--- src/sv/iso_timestamp_to_epoch_seconds_defines.svh ---
// ----------------------------------------------------------------------------
// Timestamp converter assertion macros
// Concurrent check wrappers on clk with reset disable.
// ----------------------------------------------------------------------------
`ifndef ISO_TIMESTAMP_TO_EPOCH_SECONDS_DEFINES_SVH
`define ISO_TIMESTAMP_TO_EPOCH_SECONDS_DEFINES_SVH

// same-cycle implication
`define ITSE_ASSERT_NOW(lbl, ante, cons) \
	lbl: assert property (@(posedge clk) disable iff (!arst_n) (ante) |-> (cons)) \
		else $error("itse: same-cycle check failed");

// next-cycle implication
`define ITSE_ASSERT_NEXT(lbl, ante, cons) \
	lbl: assert property (@(posedge clk) disable iff (!arst_n) (ante) |=> (cons)) \
		else $error("itse: next-cycle check failed");

`endif

--- src/sv/itse_pkg.sv ---
`timescale 1ns / 1ps
// ----------------------------------------------------------------------------
// Timestamp converter package
// Types, constants and the conversion micro-program shared by the block.
// ----------------------------------------------------------------------------
package itse_pkg;

	localparam int YearW  = 14;
	localparam int FieldW = 7;
	localparam int SecW   = 39;
	localparam int MulAW  = 22;
	localparam int MulBW  = 17;
	localparam int StepW  = 4;

	localparam logic [StepW-1:0]  LastStep     = 4'd11;
	localparam logic [YearW-1:0]  YearMin      = 14'd1970;
	localparam logic [YearW-1:0]  YearMax      = 14'd9999;
	localparam logic [FieldW-1:0] OffHourMax   = 7'd14;
	localparam logic [SecW-1:0]   DaysToEpoch  = 39'd719468;
	localparam logic [MulBW-1:0]  SecPerDay    = 17'd86400;
	localparam logic [MulBW-1:0]  SecPerHour   = 17'd3600;
	localparam logic [MulBW-1:0]  SecPerMin    = 17'd60;
	localparam logic [MulBW-1:0]  DaysPerYear  = 17'd365;
	localparam logic [MulBW-1:0]  RecipHundred = 17'd5243;
	localparam logic [MulBW-1:0]  Unity        = 17'd1;

	typedef enum logic [2:0] {
		PH_DATETIME    = 3'd0,
		PH_AFTER_SEC   = 3'd1,
		PH_FRAC_FIRST  = 3'd2,
		PH_FRAC        = 3'd3,
		PH_ZULU        = 3'd4,
		PH_OFFSET      = 3'd5,
		PH_OFFSET_DONE = 3'd6
	} phase_t;

	typedef enum logic [1:0] {
		CV_IDLE,
		CV_CHECK,
		CV_RUN,
		CV_DONE
	} conv_state_t;

	typedef enum logic [2:0] {
		MOP_LOAD,
		MOP_ADD,
		MOP_SUB,
		MOP_QUOT,
		MOP_OFFS
	} mop_t;

	typedef enum logic [3:0] {
		AS_YEAR,
		AS_YEAR4,
		AS_QUOT,
		AS_DAYS,
		AS_HOUR,
		AS_MIN,
		AS_SEC,
		AS_OFFH,
		AS_OFFM
	} asel_t;

	typedef struct packed {
		asel_t              asel;
		logic [MulBW-1:0]   b;
		mop_t               op;
	} uop_t;

	typedef struct packed {
		logic               layout_ok;
		logic [YearW-1:0]   year;
		logic [FieldW-1:0]  cent;
		logic [FieldW-1:0]  yy;
		logic [FieldW-1:0]  month;
		logic [FieldW-1:0]  day;
		logic [FieldW-1:0]  hour;
		logic [FieldW-1:0]  minute;
		logic [FieldW-1:0]  second;
		logic               off_neg;
		logic [FieldW-1:0]  off_hour;
		logic [FieldW-1:0]  off_min;
	} fields_t;

	typedef struct packed {
		logic               busy;
		logic               done;
		logic               ok;
		logic [SecW-1:0]    seconds;
	} conv_res_t;

	// days = 365y + y/4 - y/100 + y/400 + doy - 719468, then seconds
	function automatic uop_t uop_of(logic [StepW-1:0] step);
		uop_t u;
		u = '{asel: AS_YEAR, b: Unity, op: MOP_ADD};
		unique case (step)
			4'd0:  u = '{asel: AS_YEAR,  b: DaysPerYear,  op: MOP_ADD};
			4'd1:  u = '{asel: AS_YEAR4, b: Unity,        op: MOP_ADD};
			4'd2:  u = '{asel: AS_YEAR,  b: RecipHundred, op: MOP_QUOT};
			4'd3:  u = '{asel: AS_QUOT,  b: Unity,        op: MOP_SUB};
			4'd4:  u = '{asel: AS_YEAR4, b: RecipHundred, op: MOP_QUOT};
			4'd5:  u = '{asel: AS_QUOT,  b: Unity,        op: MOP_ADD};
			4'd6:  u = '{asel: AS_DAYS,  b: SecPerDay,    op: MOP_LOAD};
			4'd7:  u = '{asel: AS_HOUR,  b: SecPerHour,   op: MOP_ADD};
			4'd8:  u = '{asel: AS_MIN,   b: SecPerMin,    op: MOP_ADD};
			4'd9:  u = '{asel: AS_SEC,   b: Unity,        op: MOP_ADD};
			4'd10: u = '{asel: AS_OFFH,  b: SecPerHour,   op: MOP_OFFS};
			4'd11: u = '{asel: AS_OFFM,  b: SecPerMin,    op: MOP_OFFS};
			default: u = '{asel: AS_YEAR, b: Unity, op: MOP_ADD};
		endcase
		return u;
	endfunction

	// days from March 1 to the first of the shifted month
	function automatic logic [8:0] doy_base(logic [3:0] mp);
		logic [8:0] d;
		d = 9'd0;
		case (mp)
			4'd0:  d = 9'd0;
			4'd1:  d = 9'd31;
			4'd2:  d = 9'd61;
			4'd3:  d = 9'd92;
			4'd4:  d = 9'd122;
			4'd5:  d = 9'd153;
			4'd6:  d = 9'd184;
			4'd7:  d = 9'd214;
			4'd8:  d = 9'd245;
			4'd9:  d = 9'd275;
			4'd10: d = 9'd306;
			4'd11: d = 9'd337;
			default: d = 9'd0;
		endcase
		return d;
	endfunction

endpackage

--- src/sv/iso_timestamp_to_epoch_seconds.sv ---
`timescale 1ns / 1ps
// ----------------------------------------------------------------------------
// Timestamp to epoch seconds converter
// Parses a character stream timestamp and returns UTC seconds after the last beat.
// ----------------------------------------------------------------------------
// A non-final character beat updates the parser and gives no result.
// Final beat: the fields are checked; a failed check goes straight to the
// output register, a valid one first runs 12 multiply-accumulate steps and
// done. Throughput: one character per cycle while s_tready is high; after the
// final beat the input stays off until the result beat is taken.
// Reset: arst_n clears parser, sequencer and output valid at once.
// ----------------------------------------------------------------------------
`include "iso_timestamp_to_epoch_seconds_defines.svh"

module iso_timestamp_to_epoch_seconds (
	input  logic        clk,
	input  logic        arst_n,
	input  logic        s_tvalid,
	output logic        s_tready,
	input  logic [7:0]  s_tdata,   // [7:0] ch
	input  logic        s_tlast,   // last
	output logic        m_tvalid,
	input  logic        m_tready,
	output logic [39:0] m_tdata    // [0] valid_res, [39:1] utc_seconds
);
	import itse_pkg::*;

	fields_t     fields;
	conv_res_t   res;
	logic        beat;
	logic        out_valid_q;
	logic [39:0] out_data_q;

	assign s_tready = !res.busy && !out_valid_q;
	assign beat     = s_tvalid && s_tready;

	itse_parse u_parse (
		.clk    (clk),
		.arst_n (arst_n),
		.beat   (beat),
		.ch     (s_tdata),
		.last   (s_tlast),
		.fields (fields)
	);

	itse_conv u_conv (
		.clk    (clk),
		.arst_n (arst_n),
		.start  (beat && s_tlast),
		.fields (fields),
		.res    (res)
	);

	always_ff @(posedge clk or negedge arst_n) begin
		if (!arst_n) begin
			out_valid_q <= 1'b0;
		end else if (res.done) begin
			out_valid_q <= 1'b1;
		end else if (m_tready) begin
			out_valid_q <= 1'b0;
		end
	end

	always_ff @(posedge clk) begin
		if (res.done) out_data_q <= {res.seconds, res.ok};
	end

	assign m_tvalid = out_valid_q;
	assign m_tdata  = out_data_q;

	`ITSE_ASSERT_NEXT(a_last_starts_conv, s_tvalid && s_tready && s_tlast, res.busy)
	`ITSE_ASSERT_NOW(a_done_no_overwrite, res.done, !out_valid_q)
	`ITSE_ASSERT_NOW(a_invalid_zero, m_tvalid && !m_tdata[0], m_tdata[39:1] == 39'd0)

endmodule

--- src/sv/itse_parse.sv ---
`timescale 1ns / 1ps
// ----------------------------------------------------------------------------
// Timestamp character parser
// Checks the fixed layout one character per beat and gathers the fields.
// ----------------------------------------------------------------------------
module itse_parse (
	input  logic             clk,
	input  logic             arst_n,
	input  logic             beat,
	input  logic [7:0]       ch,
	input  logic             last,
	output itse_pkg::fields_t fields
);
	import itse_pkg::*;

	localparam logic [7:0] ChDash  = 8'h2d;
	localparam logic [7:0] ChT     = 8'h54;
	localparam logic [7:0] ChColon = 8'h3a;
	localparam logic [7:0] ChPlus  = 8'h2b;
	localparam logic [7:0] ChDot   = 8'h2e;
	localparam logic [7:0] ChZ     = 8'h5a;
	localparam logic [7:0] ChZero  = 8'h30;
	localparam logic [7:0] ChNine  = 8'h39;

	function automatic logic [FieldW-1:0] acc7(logic [FieldW-1:0] a, logic [3:0] d);
		logic [10:0] t;
		t = (11'(a) << 3) + (11'(a) << 1) + 11'(d);
		return t[FieldW-1:0];
	endfunction

	function automatic logic [YearW-1:0] acc14(logic [YearW-1:0] a, logic [3:0] d);
		logic [17:0] t;
		t = (18'(a) << 3) + (18'(a) << 1) + 18'(d);
		return t[YearW-1:0];
	endfunction

	phase_t             phase_q, phase_d;
	logic [4:0]         pos_q, pos_d;
	logic               err_q, err_d;
	logic [YearW-1:0]   year_q, year_d;
	logic [FieldW-1:0]  cent_q, cent_d, yy_q, yy_d;
	logic [FieldW-1:0]  month_q, month_d, day_q, day_d;
	logic [FieldW-1:0]  hour_q, hour_d, minute_q, minute_d, second_q, second_d;
	logic               neg_q, neg_d;
	logic [FieldW-1:0]  offh_q, offh_d, offm_q, offm_d;
	logic               is_dig;
	logic               sfx;
	logic [3:0]         dig;

	assign is_dig = (ch >= ChZero) && (ch <= ChNine);
	assign dig    = ch[3:0];

	always_comb begin
		phase_d  = phase_q;
		pos_d    = pos_q;
		err_d    = err_q;
		year_d   = year_q;
		cent_d   = cent_q;
		yy_d     = yy_q;
		month_d  = month_q;
		day_d    = day_q;
		hour_d   = hour_q;
		minute_d = minute_q;
		second_d = second_q;
		neg_d    = neg_q;
		offh_d   = offh_q;
		offm_d   = offm_q;
		sfx      = 1'b0;
		if (!err_q) begin
			unique case (phase_q)
				PH_DATETIME: begin
					if (pos_q == 5'd4 || pos_q == 5'd7) begin
						if (ch != ChDash) err_d = 1'b1;
					end else if (pos_q == 5'd10) begin
						if (ch != ChT) err_d = 1'b1;
					end else if (pos_q == 5'd13 || pos_q == 5'd16) begin
						if (ch != ChColon) err_d = 1'b1;
					end else if (!is_dig) begin
						err_d = 1'b1;
					end else if (pos_q <= 5'd3) begin
						year_d = acc14(year_q, dig);
						if (pos_q <= 5'd1) cent_d = acc7(cent_q, dig);
						else yy_d = acc7(yy_q, dig);
					end else if (pos_q <= 5'd6) begin
						month_d = acc7(month_q, dig);
					end else if (pos_q <= 5'd9) begin
						day_d = acc7(day_q, dig);
					end else if (pos_q <= 5'd12) begin
						hour_d = acc7(hour_q, dig);
					end else if (pos_q <= 5'd15) begin
						minute_d = acc7(minute_q, dig);
					end else begin
						second_d = acc7(second_q, dig);
					end
					if (pos_q >= 5'd18) begin
						phase_d = PH_AFTER_SEC;
						pos_d   = 5'd0;
					end else begin
						pos_d = pos_q + 5'd1;
					end
				end
				PH_AFTER_SEC: begin
					if (ch == ChDot) phase_d = PH_FRAC_FIRST;
					else sfx = 1'b1;
				end
				PH_FRAC_FIRST: begin
					if (is_dig) phase_d = PH_FRAC;
					else err_d = 1'b1;
				end
				PH_FRAC: begin
					if (!is_dig) sfx = 1'b1;
				end
				PH_OFFSET: begin
					if (pos_q == 5'd2) begin
						if (ch != ChColon) err_d = 1'b1;
					end else if (!is_dig) begin
						err_d = 1'b1;
					end else if (pos_q <= 5'd1) begin
						offh_d = acc7(offh_q, dig);
					end else begin
						offm_d = acc7(offm_q, dig);
					end
					if (pos_q >= 5'd4) begin
						phase_d = PH_OFFSET_DONE;
						pos_d   = 5'd0;
					end else begin
						pos_d = pos_q + 5'd1;
					end
				end
				default: err_d = 1'b1;
			endcase
		end
		if (sfx) begin
			if (ch == ChZ) begin
				phase_d = PH_ZULU;
			end else if (ch == ChPlus || ch == ChDash) begin
				neg_d   = (ch == ChDash);
				phase_d = PH_OFFSET;
				pos_d   = 5'd0;
			end else begin
				err_d = 1'b1;
			end
		end
	end

	always_comb begin
		fields.layout_ok = !err_d && (phase_d == PH_ZULU || phase_d == PH_OFFSET_DONE);
		fields.year      = year_d;
		fields.cent      = cent_d;
		fields.yy        = yy_d;
		fields.month     = month_d;
		fields.day       = day_d;
		fields.hour      = hour_d;
		fields.minute    = minute_d;
		fields.second    = second_d;
		fields.off_neg   = neg_d;
		fields.off_hour  = offh_d;
		fields.off_min   = offm_d;
	end

	always_ff @(posedge clk or negedge arst_n) begin
		if (!arst_n) begin
			phase_q  <= PH_DATETIME;
			pos_q    <= '0;
			err_q    <= 1'b0;
			year_q   <= '0;
			cent_q   <= '0;
			yy_q     <= '0;
			month_q  <= '0;
			day_q    <= '0;
			hour_q   <= '0;
			minute_q <= '0;
			second_q <= '0;
			neg_q    <= 1'b0;
			offh_q   <= '0;
			offm_q   <= '0;
		end else if (beat) begin
			if (last) begin
				phase_q  <= PH_DATETIME;
				pos_q    <= '0;
				err_q    <= 1'b0;
				year_q   <= '0;
				cent_q   <= '0;
				yy_q     <= '0;
				month_q  <= '0;
				day_q    <= '0;
				hour_q   <= '0;
				minute_q <= '0;
				second_q <= '0;
				neg_q    <= 1'b0;
				offh_q   <= '0;
				offm_q   <= '0;
			end else begin
				phase_q  <= phase_d;
				pos_q    <= pos_d;
				err_q    <= err_d;
				year_q   <= year_d;
				cent_q   <= cent_d;
				yy_q     <= yy_d;
				month_q  <= month_d;
				day_q    <= day_d;
				hour_q   <= hour_d;
				minute_q <= minute_d;
				second_q <= second_d;
				neg_q    <= neg_d;
				offh_q   <= offh_d;
				offm_q   <= offm_d;
			end
		end
	end

endmodule

--- src/sv/itse_conv.sv ---
`timescale 1ns / 1ps
// ----------------------------------------------------------------------------
// Timestamp range check and epoch conversion
// Validates the gathered fields, then if valid runs a short micro-program
// on one shared multiply-accumulate unit to form the epoch seconds.
// ----------------------------------------------------------------------------
module itse_conv (
	input  logic               clk,
	input  logic               arst_n,
	input  logic               start,
	input  itse_pkg::fields_t  fields,
	output itse_pkg::conv_res_t res
);
	import itse_pkg::*;

	conv_state_t        state_q, state_d;
	fields_t            fld_q;
	logic [YearW-1:0]   y_q;
	logic [SecW-1:0]    acc_q;
	logic [FieldW-1:0]  quot_q;
	logic [StepW-1:0]   step_q;

	logic               leap, ok;
	logic [4:0]         mlen;
	logic               early;
	logic [3:0]         mp;
	logic [SecW-1:0]    init;
	uop_t               u;
	logic [MulAW-1:0]   a_op;
	logic [SecW-1:0]    prod;
	logic               ld_fld, ld_init, do_step;

	always_comb begin
		leap = (fld_q.yy == '0) ? (fld_q.cent[1:0] == 2'd0) : (fld_q.yy[1:0] == 2'd0);
		case (fld_q.month) inside
			7'd2:                     mlen = leap ? 5'd29 : 5'd28;
			7'd4, 7'd6, 7'd9, 7'd11:  mlen = 5'd30;
			default:                  mlen = 5'd31;
		endcase
		ok = fld_q.layout_ok
			&& fld_q.year >= YearMin && fld_q.year <= YearMax
			&& fld_q.month >= 7'd1 && fld_q.month <= 7'd12
			&& fld_q.day >= 7'd1 && fld_q.day <= 7'(mlen)
			&& fld_q.hour <= 7'd23 && fld_q.minute <= 7'd59 && fld_q.second <= 7'd59
			&& fld_q.off_hour <= OffHourMax && fld_q.off_min <= 7'd59
			&& !(fld_q.off_hour == OffHourMax && fld_q.off_min != '0);
		early = fld_q.month <= 7'd2;
		mp    = early ? 4'(fld_q.month + 7'd9) : 4'(fld_q.month - 7'd3);
		init  = 39'(doy_base(mp)) + 39'(fld_q.day) - 39'd1 - DaysToEpoch;
	end

	always_comb begin
		u = uop_of(step_q);
		case (u.asel)
			AS_YEAR:  a_op = 22'(y_q);
			AS_YEAR4: a_op = 22'(y_q[YearW-1:2]);
			AS_QUOT:  a_op = 22'(quot_q);
			AS_DAYS:  a_op = acc_q[MulAW-1:0];
			AS_HOUR:  a_op = 22'(fld_q.hour);
			AS_MIN:   a_op = 22'(fld_q.minute);
			AS_SEC:   a_op = 22'(fld_q.second);
			AS_OFFH:  a_op = 22'(fld_q.off_hour);
			AS_OFFM:  a_op = 22'(fld_q.off_min);
			default:  a_op = '0;
		endcase
		prod = 39'(a_op) * 39'(u.b);
	end

	always_comb begin
		state_d     = state_q;
		ld_fld      = 1'b0;
		ld_init     = 1'b0;
		do_step     = 1'b0;
		res.busy    = (state_q != CV_IDLE);
		res.done    = 1'b0;
		res.ok      = 1'b0;
		res.seconds = '0;
		unique case (state_q)
			CV_IDLE: begin
				if (start) begin
					ld_fld  = 1'b1;
					state_d = CV_CHECK;
				end
			end
			CV_CHECK: begin
				if (ok) begin
					ld_init = 1'b1;
					state_d = CV_RUN;
				end else begin
					res.done = 1'b1;
					state_d  = CV_IDLE;
				end
			end
			CV_RUN: begin
				do_step = 1'b1;
				if (step_q == LastStep) state_d = CV_DONE;
			end
			CV_DONE: begin
				res.done    = 1'b1;
				res.ok      = 1'b1;
				res.seconds = acc_q;
				state_d     = CV_IDLE;
			end
			default: state_d = CV_IDLE;
		endcase
	end

	always_ff @(posedge clk or negedge arst_n) begin
		if (!arst_n) begin
			state_q <= CV_IDLE;
			step_q  <= '0;
		end else begin
			state_q <= state_d;
			if (ld_init) step_q <= '0;
			else if (do_step) step_q <= step_q + 4'd1;
		end
	end

	always_ff @(posedge clk) begin
		if (ld_fld) fld_q <= fields;
		if (ld_init) begin
			y_q   <= fld_q.year - (early ? 14'd1 : 14'd0);
			acc_q <= init;
		end else if (do_step) begin
			case (u.op)
				MOP_LOAD: acc_q  <= prod;
				MOP_ADD:  acc_q  <= acc_q + prod;
				MOP_SUB:  acc_q  <= acc_q - prod;
				MOP_QUOT: quot_q <= prod[25:19];
				MOP_OFFS: acc_q  <= fld_q.off_neg ? acc_q + prod : acc_q - prod;
				default:  acc_q  <= acc_q;
			endcase
		end
	end

endmodule

--- config.mk ---
export PLATFORM = sky130hd
export DESIGN_NAME = iso_timestamp_to_epoch_seconds
export DESIGN_NICKNAME = d
export VERILOG_FILES = /design/src/sv/itse_pkg.sv /design/src/sv/iso_timestamp_to_epoch_seconds.sv /design/src/sv/itse_parse.sv /design/src/sv/itse_conv.sv
export VERILOG_INCLUDE_DIRS = /design/src /design/src/sv
export SDC_FILE = /design/constraint.sdc
export NUM_CORES = 1
export LEC_CHECK = 0
export ABC_CLOCK_PERIOD_IN_PS = 16670
export BUFFER_PORTS_ARGS = -buffer_cell sky130_fd_sc_hd__buf_2
export CORE_UTILIZATION = 45
export CTS_CLUSTER_DIAMETER = 150
export DETAILED_ROUTE_END_ITERATION = 8
export GPL_TIMING_DRIVEN = 0
export SLEW_MARGIN = 20
export SYNTH_ARGS = -nofsm -noshare
export SYNTH_HDL_FRONTEND = slang
export SYNTH_SLANG_ARGS = --single-unit
export TNS_END_PERCENT = 50
--- constraint.sdc ---
create_clock -name clk -period 16.67 [get_ports clk]
set_input_delay 2.5005 -clock clk [delete_from_list [all_inputs] [get_ports clk]]
set_output_delay 2.5005 -clock clk [all_outputs]
set_load 0.01 [all_outputs]
==> summary.md, run 1 <==
| Metric | Value |
|---|---|
| Total grt overflow | 0 |
| Clock Pin Slew Worst Setup and Hold Paths | 60 ps |
| Initial antenna violation count | 0 |
| Chip Width | 265 um |
| Mapped Cells | 3,398 |
| Worst slack, placed | 3940 ps |
| Wire per inst | 21.9 um |
| Post-synthesis sequential area ratio | 24.0% |
| Hold_buf cts | 0 |
| TritonCTS Buffers | 31 |
| Setup Buffers After CTS | 0 |
| Worst Max-Slew Pin Slew | 1120 ps |
| Status | complete, no violations |
| CTS Sinks | 263 |
| Worst EP required | 17,060 ps |
| TritonRoute pass-1 iters | 6 |
| Slowest CP cell | xor2_1 |
| Critical path fanouts, max | 10 |
| Max-Cap Viols | 0 |
| Max-slew headroom at the worst pin | 24.7% |
| Initial core utilization | 45.8% |
| Syn avg cell area | 9.14 um^2 |
| Post-synth ARST share | 33.8% |
| Ports | 55 |
| Register Area | 0.00745 mm^2 |
| Achievable clock frequency | 76.9 MHz |
| Final Max Slew Viols | 0 |
| CTS H-tree lvls | 1 |
| Yosys warning count | 0 |
| Pleak | 16.3 nW |
| Critical path data arrival time | 13,380 ps |
| Area fraction in compound gates after synthesis | 17.2% |
| CTS tree | built |
| Worst setup margin | 3670 ps |
| Setup crit start kind | flip-flop |
| Reg2reg setup slack | 3670 ps |
| Vias | 25,500 |
| Skew final | 33.5 ps |
| Synth Area in XOR/XNOR | 3.55% |
| Vias in the first global route | 25,200 |
| Nets@finish | 4,130 |
| Gpl congestion | 0.979 |
| Clk_lat worst skew | 620 ps |
| Most common cell in the netlist | inv_1 |
| PortBufs | 54 |
| Fraction of synthesized area in multiplexers | 1.58% |
| Setup TNS | 0 ps |
| Routed Antenna Nets | 0 |
| Core area | 0.0678 mm^2 |
| Synth cell types | 98 |
| Hold WC Path Type | reg2reg |
| Minimum clock period | 13,000 ps |
| Post-route insts no fill | 4,393 |
| Synth Cell Area | 0.0311 mm^2 |
| Area share of the largest cell type after synthesis | 17.9% |
| Worst R2R Start | u_conv.step_q[0] |
| CP max stage delay | 630 ps |
| Drt initial violations | 2,269 |
| Cell Count Post-Placement | 4,334 |
| Multi-input gate area | 0.0210 mm^2 |
| DRT Wirelength | 96,400 um |
| Leading area contributor after synthesis | fa_1 |
| Post-CTS sizing | 0 |
| Post-synth EDFFs | 174 |
| PD cells | 70.7 mW/mm^2 |
| Main combinational cell family by area after synthesis | adder cells |
| CTS max path bufs | 3 |
| Final Cycle Share | 78.0% |
| Fill count | 6,509 |
| First-pass GRT wire length | 150,000 um |
| Layout cells sized above 1 | 6.14% |
| # rows | 95 |
| Crit. End Element | flip-flop |
| Syn Nets | 4,034 |
| Crit Path Category | reg2reg |
| Top cells by area, synth | fa_1 (18%), edfxtp_1 (17%), ha_1 (14%), dfrtp_1 (7.2%), inv_1 (6.6%) |
| HP Start | u_parse.offh_q[6] |
| Post-Synth Simple-Gate Area | 13.4% |
| Layout area overhead | 8.29% |
| Ys flop type | edfxtp_1 |
| DR vias/cell | 5.80 |
| FF+latch count, synth | 263 |
| Crit path from | u_conv.step_q[0] |
| DP HPWL | 77,700 um |
| DRC Markers | 0 |
| Clk root buf | clkbuf_16 |
| Setup repair after global routing missed its margin | false |
| Fin. Hold Viols | 0 |
| Setup violations, final | 0 |
| Die H | 265 um |
| Overall routing resource usage | 27.9% |
| Post-Synth Adder-Cell Area | 31.8% |
| Die ar. | 0.0701 mm^2 |
| Max rail drop VDD | 0.0000836 V |
| Largest net degree at the start of global routing | 70 |
| Commonest cells post-synth | inv_1 (543), ha_1 (346), nand2_1 (323) |
==> cell usage in the layout (no fill, tap or decap), drive strengths merged, types with 84 or more instances in the layout <==
cell	Yosys	layout
inv	544	545
fa	277	277
ha	346	346
dfrtp	89	89
buf	21	84
edfxtp	174	174
nand2	323	323
o21ai	136	136
nor2	237	237
clkbuf	111	156
a21oi	186	186
==> worst max-delay path, delay by kind of cell, from the launching register on <==
| kind | cells | cell delay (ps) |
|---|---|---|
| adders and majority gates | 9 | 3680 |
| buffers and inverters | 13 | 2940 |
| DFF | 1 | 420 |
| xor gates and xnor gates | 1 | 630 |
| AOI/OAI and AO/OA | 13 | 2880 |
| and+or+nand+nor | 9 | 2170 |
==> final cells by class <==
cell class,instances,area share (%)
Clock inverter,12,0.327
Sequential cell,263,22.2
Tap cell,873,3.25
Antenna cell,2,0.0149
Clock buffer,45,2.65
Multi-Input combinational cell,2456,62.5
Timing Repair Buffer,63,1.31
Buffer,133,1.73
Inverter,546,6.09
==> metrics by stage <==
step / hold slack [ps] / instance area (um^2) / util (%) / total power, mW
after floorplan: 459 / 31100 / - / 1.44
after global placement: 471 / 32400 / 47.8 / 1.68
after detailed placement: 488 / 32600 / 48.1 / 1.68
after CTS: 505 / 33600 / 49.6 / 2.37
after global routing: 510 / 33600 / 49.6 / 2.52
final: 501 / 33600 / 49.6 / 2.38
==> registers in the layout, summed over array words and instances, names as in the netlist, named ones only <==
| register | flops |
|---|---|
| u_parse.pos_q | 5 |
| u_parse.day_q | 7 |
| u_conv.quot_q | 7 |
| u_parse.offh_q | 7 |
| u_conv.y_q | 14 |
| u_parse.neg_q | 1 |
| u_parse.cent_q | 2 |
| u_parse.second_q | 7 |
| u_parse.offm_q | 7 |
| u_conv.acc_q | 39 |
| u_parse.year_q | 14 |
| u_conv.fld_q | 74 |
| m_tvalid | 1 |
| u_parse.hour_q | 7 |
| u_conv.state_q | 1 |
| u_parse.err_q | 1 |
| u_parse.phase_q | 3 |
| u_parse.minute_q | 7 |
| u_conv.step_q | 4 |
| m_tdata | 40 |
| u_parse.month_q | 7 |
| u_parse.yy_q | 7 |
==> logic make-up after synthesis <==
| family | count (synthesis) |
|---|---|
| multiplexers | 42 |
| adder cells (fa/ha/maj) | 623 |
| AND/OR/NAND/NOR | 889 |
| buffers and inverters | 679 |
| AO/OA/AOI/OAI | 776 |
| flip-flops | 263 |
| XOR/XNOR | 126 |
==> report_power, final <==
| part | switching, mW | leakage [nW] | internal, mW |
|---|---|---|---|
| combinational | 0.606 | 13.0 | 0.353 |
| clock | 0.288 | 0.484 | 0.387 |
| sequential | 0.0142 | 2.86 | 0.729 |
==> routing by layer <==
layer,vias up,part of all wire [%],GRT usage (%)
met5,-,0,0
met4,0,3.8,9.26
met3,196,8.4,5.39
met2,1033,42,41.5
met1,12400,46,40.5
li1,11800,-,-
==> worst paths after layout <==
path,endpoint,cells past startpoint
setup / recovery,u_conv.acc_q[35],45
hold / removal,u_parse.offh_q[6],1
setup reg to reg,u_conv.acc_q[35],45
hold reg to reg,u_parse.offh_q[6],1
max in group asynchronous,u_parse.offm_q[5],2
min in group asynchronous,u_parse.pos_q[4],1
Note: power is estimated with default switching activity, not from simulation.
==> inputs of run 2 (changes only) <==
--- a/config.mk
+++ b/config.mk
@@ -6,7 +6,7 @@
 export SDC_FILE = /design/constraint.sdc
 export NUM_CORES = 1
 export LEC_CHECK = 0
-export ABC_CLOCK_PERIOD_IN_PS = 16670
+export ABC_CLOCK_PERIOD_IN_PS = 12900
 export BUFFER_PORTS_ARGS = -buffer_cell sky130_fd_sc_hd__buf_2
 export CORE_UTILIZATION = 45
 export CTS_CLUSTER_DIAMETER = 150
==> constraint.sdc (replaced) <==
create_clock -name clk -period 12.9 [get_ports clk]
set_input_delay 1.935 -clock clk [delete_from_list [all_inputs] [get_ports clk]]
set_output_delay 1.935 -clock clk [all_outputs]
set_load 0.01 [all_outputs]
==> run 2 against run 1 <==
Compared with the run above:
- worst setup slack worse by 3100 ps
- sequential cell count did not move
- clock skew is 0.65 ps lower
- routed wire length is 0.20% higher
- hold slack got worse by 1.1 ps
- fmax rose by 5.3%
- non-clock buffer count is 2 higher
- sequential share of layout area shrank 0.053 points
- clock power up 29%
- critical path type unchanged
==> summary.md, run 2 (synthesis results as in run 1) <==
| Metric | Value |
|---|---|
| Ports | 55 (unchanged) |
| Critical path data arrival time | 12,730 ps (was 13,380 ps) |
| Initial antenna violation count | 0 (unchanged) |
| Clock power frac | 28.4% (about the same) |
| Slowest CP cell | fa_1 (was xor2_1) |
| Die ar. | 0.0701 mm^2 (unchanged) |
| DRT Wirelength | 96,600 um (was 96,400 um) |
| Hold_buf cts | 0 (unchanged) |
| Overall routing resource usage | 27.9% (unchanged) |
| Chip Width | 265 um (unchanged) |
| Crit path buf inv count | 6 (was 13) |
| Hold WC Path Type | reg2reg (unchanged) |
| Worst Max-Slew Pin Slew | 1130 ps (was 1120 ps) |
| Status | complete, no violations (unchanged) |
| DP HPWL | 77,700 um (unchanged) |
| Stages on worst setup path | 39 (was 45) |
| Top reg by flops | u_conv.fld_q (unchanged) |
| Nets@finish | 4,132 (was 4,130) |
| Most frequent cells in the layout | inv_1 (543), ha_1 (346), nand2_1 (323) (unchanged) |
| CTS tree | built (unchanged) |
| Drt initial violations | 2,399 (was 2,269) |
| Vias | 25,400 (was 25,500) |
| TritonCTS Buffers | 31 (unchanged) |
| Core area | 0.0678 mm^2 (unchanged) |
| # rows | 95 (unchanged) |
| Max FFs per register | 74 (unchanged) |
| Setup repair after global routing missed its margin | false (unchanged) |
| Top Family by Delay on Critical Path | adder cells (unchanged) |
| Gpl congestion | 0.979 (unchanged) |
| Reg2reg setup slack | 550 ps (was 3670 ps) |
| DRC Markers | 0 (unchanged) |
| CTS max path bufs | 3 (unchanged) |
| Pleak | 16.4 nW (was 16.3 nW) |
| Crit Reg-Reg Endpoint | u_conv.acc_q[35] (unchanged) |
| CTS Sinks | 263 (unchanged) |
| Final Max Slew Viols | 0 (unchanged) |
| Clock Pin Slew Worst Setup and Hold Paths | 60 ps (about the same) |
| Vias in the first global route | 25,200 (unchanged) |
| Logic pwr share | 40.3% (was 40.4%) |
| CTS H-tree lvls | 1 (unchanged) |
| Crit. End Element | flip-flop (unchanged) |
| Layout area overhead | 8.55% (was 8.29%) |
| Max rail drop VDD | 0.000108 V (was 0.0000836 V) |
| Commonest non-fill, non-tap cell in the layout | inv_1 (unchanged) |
| Switching Fraction | 38.2% (about the same) |
| Critical path fanouts, max | 10 (unchanged) |
| First-pass GRT wire length | 150,000 um (unchanged) |
| Routed Antenna Nets | 0 (unchanged) |
| Achievable clock frequency | 81.0 MHz (was 76.9 MHz) |
| Worst R2R Start | u_conv.step_q[0] (unchanged) |
| Setup TNS | 0 ps (unchanged) |
| PortBufs | 54 (unchanged) |
| Fin. Hold Viols | 0 (unchanged) |
| P_int | 1.90 mW (was 1.47 mW) |
| Crit path from | u_conv.step_q[0] (unchanged) |
| Clk root buf | clkbuf_16 (unchanged) |
| CP max stage delay | 560 ps (was 630 ps) |
| Initial core utilization | 45.8% (unchanged) |
| Skew final | 32.8 ps (was 33.5 ps) |
| Reg power frac | 31.3% (about the same) |
| Clk_lat worst skew | 620 ps (about the same) |
| Max-Cap Viols | 0 (unchanged) |
| Largest net degree at the start of global routing | 70 (unchanged) |
| Setup violations, final | 0 (unchanged) |
| Final Power | 3.07 mW (was 2.38 mW) |
| Critical Path Most Common Cell | fa_1 |
| TritonRoute pass-1 iters | 5 (was 6) |
| PD cells | 91.1 mW/mm^2 (was 70.7 mW/mm^2) |
| Crit Path Category | reg2reg (unchanged) |
| P_sw | 1.17 mW (was 909 uW) |
| Worst slack, placed | 174 ps (was 3940 ps) |
| Layout cells sized above 1 | 6.68% (was 6.14%) |
| Wire per inst | 22.0 um (was 21.9 um) |
| Setup crit start kind | flip-flop (unchanged) |
| Final Cycle Share | 95.7% (was 78.0%) |
| Worst Setup EP | u_conv.acc_q[35] (unchanged) |
| Max-slew headroom at the worst pin | 24.1% (was 24.7%) |
| Register Area | 0.00745 mm^2 (unchanged) |
| Worst setup margin | 553 ps (was 3670 ps) |
| Total grt overflow | 0 (unchanged) |
| DR vias/cell | 5.78 (was 5.80) |
| Fill count | 6,496 (was 6,509) |
| Die H | 265 um (unchanged) |
| Reg2Reg Depth | 39 (was 45) |
| Multi-input gate area | 0.0211 mm^2 (was 0.0210 mm^2) |
| Worst EP required | 13,280 ps (was 17,060 ps) |
| Minimum clock period | 12,350 ps (was 13,000 ps) |
==> run 2: cell count changes in the layout (fill, tap and decap cells not counted), sizes merged <==
cell | previous run | this run
buf | 84 | 86
==> run 2: how the worst min path moves through the flow <==
| stage | from | to | slack (ps) | depth (start not counted) |
|---|---|---|---|---|
| floorplan | u_parse.year_q[13] | u_parse.year_q[13] | 460 | 2 |
| global placement | u_parse.year_q[13] | u_parse.year_q[13] | 470 | 2 |
| global route | u_parse.offh_q[6] | u_parse.offh_q[6] | 510 | 1 |
| finish | u_parse.offh_q[6] | u_parse.offh_q[6] | 500 | 1 |
| detailed placement | u_parse.minute_q[6] | u_parse.minute_q[6] | 490 | 1 |
| CTS | u_parse.year_q[13] | u_parse.year_q[13] | 510 | 2 |
==> run 2: cell type report <==
class	instances	area share [%]
inverters	546	6.08
flip-flops and latches	263	22.1
plain buffers	133	1.74
clock inverters	12	0.327
clock buffers	45	2.64
well taps	873	3.24
multi-input cells	2456	62.5
repair buffers	65	1.35
diodes	2	0.0148
==> run 2: layer usage <==
layer | wire [um] | global-route usage (%)
met5 | 0 | 0
met4 | 3320 | 9.26
met3 | 7960 | 5.39
met2 | 41000 | 41.5
met1 | 44300 | 40.5
==> run 2: worst register-to-register path, delay by kind of cell, from the launching register on <==
kind	cells	cell delay [ps]
XOR/XNOR	1	390
AO/OA/AOI/OAI	12	3030
buffers and inverters	6	1190
flip-flops	1	420
adder cells (fa/ha/maj)	9	4100
AND/OR/NAND/NOR	11	2940
==> run 2: power by group through the flow <==
stage	clock network (mW)	registers, mW	logic (mW)
final	0.873	0.960	1.24
after global routing	0.921	0.962	1.37
after CTS	0.892	0.960	1.21
after detailed placement	0	0.977	1.19
after global placement	0	0.980	1.19
after floorplan	0	0.974	0.883
==> run 2: repair_timing <==
action	CTS	global route
setup buffers	0	2
endpoints found under the setup margin	0	9
resized for setup	0	22
==> run 2: through the flow <==
step | instance area (um^2) | instances | hold slack, ps | util (%)
6_report | 33700 | 4395 | 500 | 49.8
3_3_place_gp | 32400 | 4325 | 471 | 47.8
4_1_cts | 33600 | 4391 | 505 | 49.6
5_1_grt | 33700 | 4393 | 510 | 49.7
3_5_place_dp | 32600 | 4334 | 488 | 48.1
2_1_floorplan | 31100 | 3398 | 459 | -
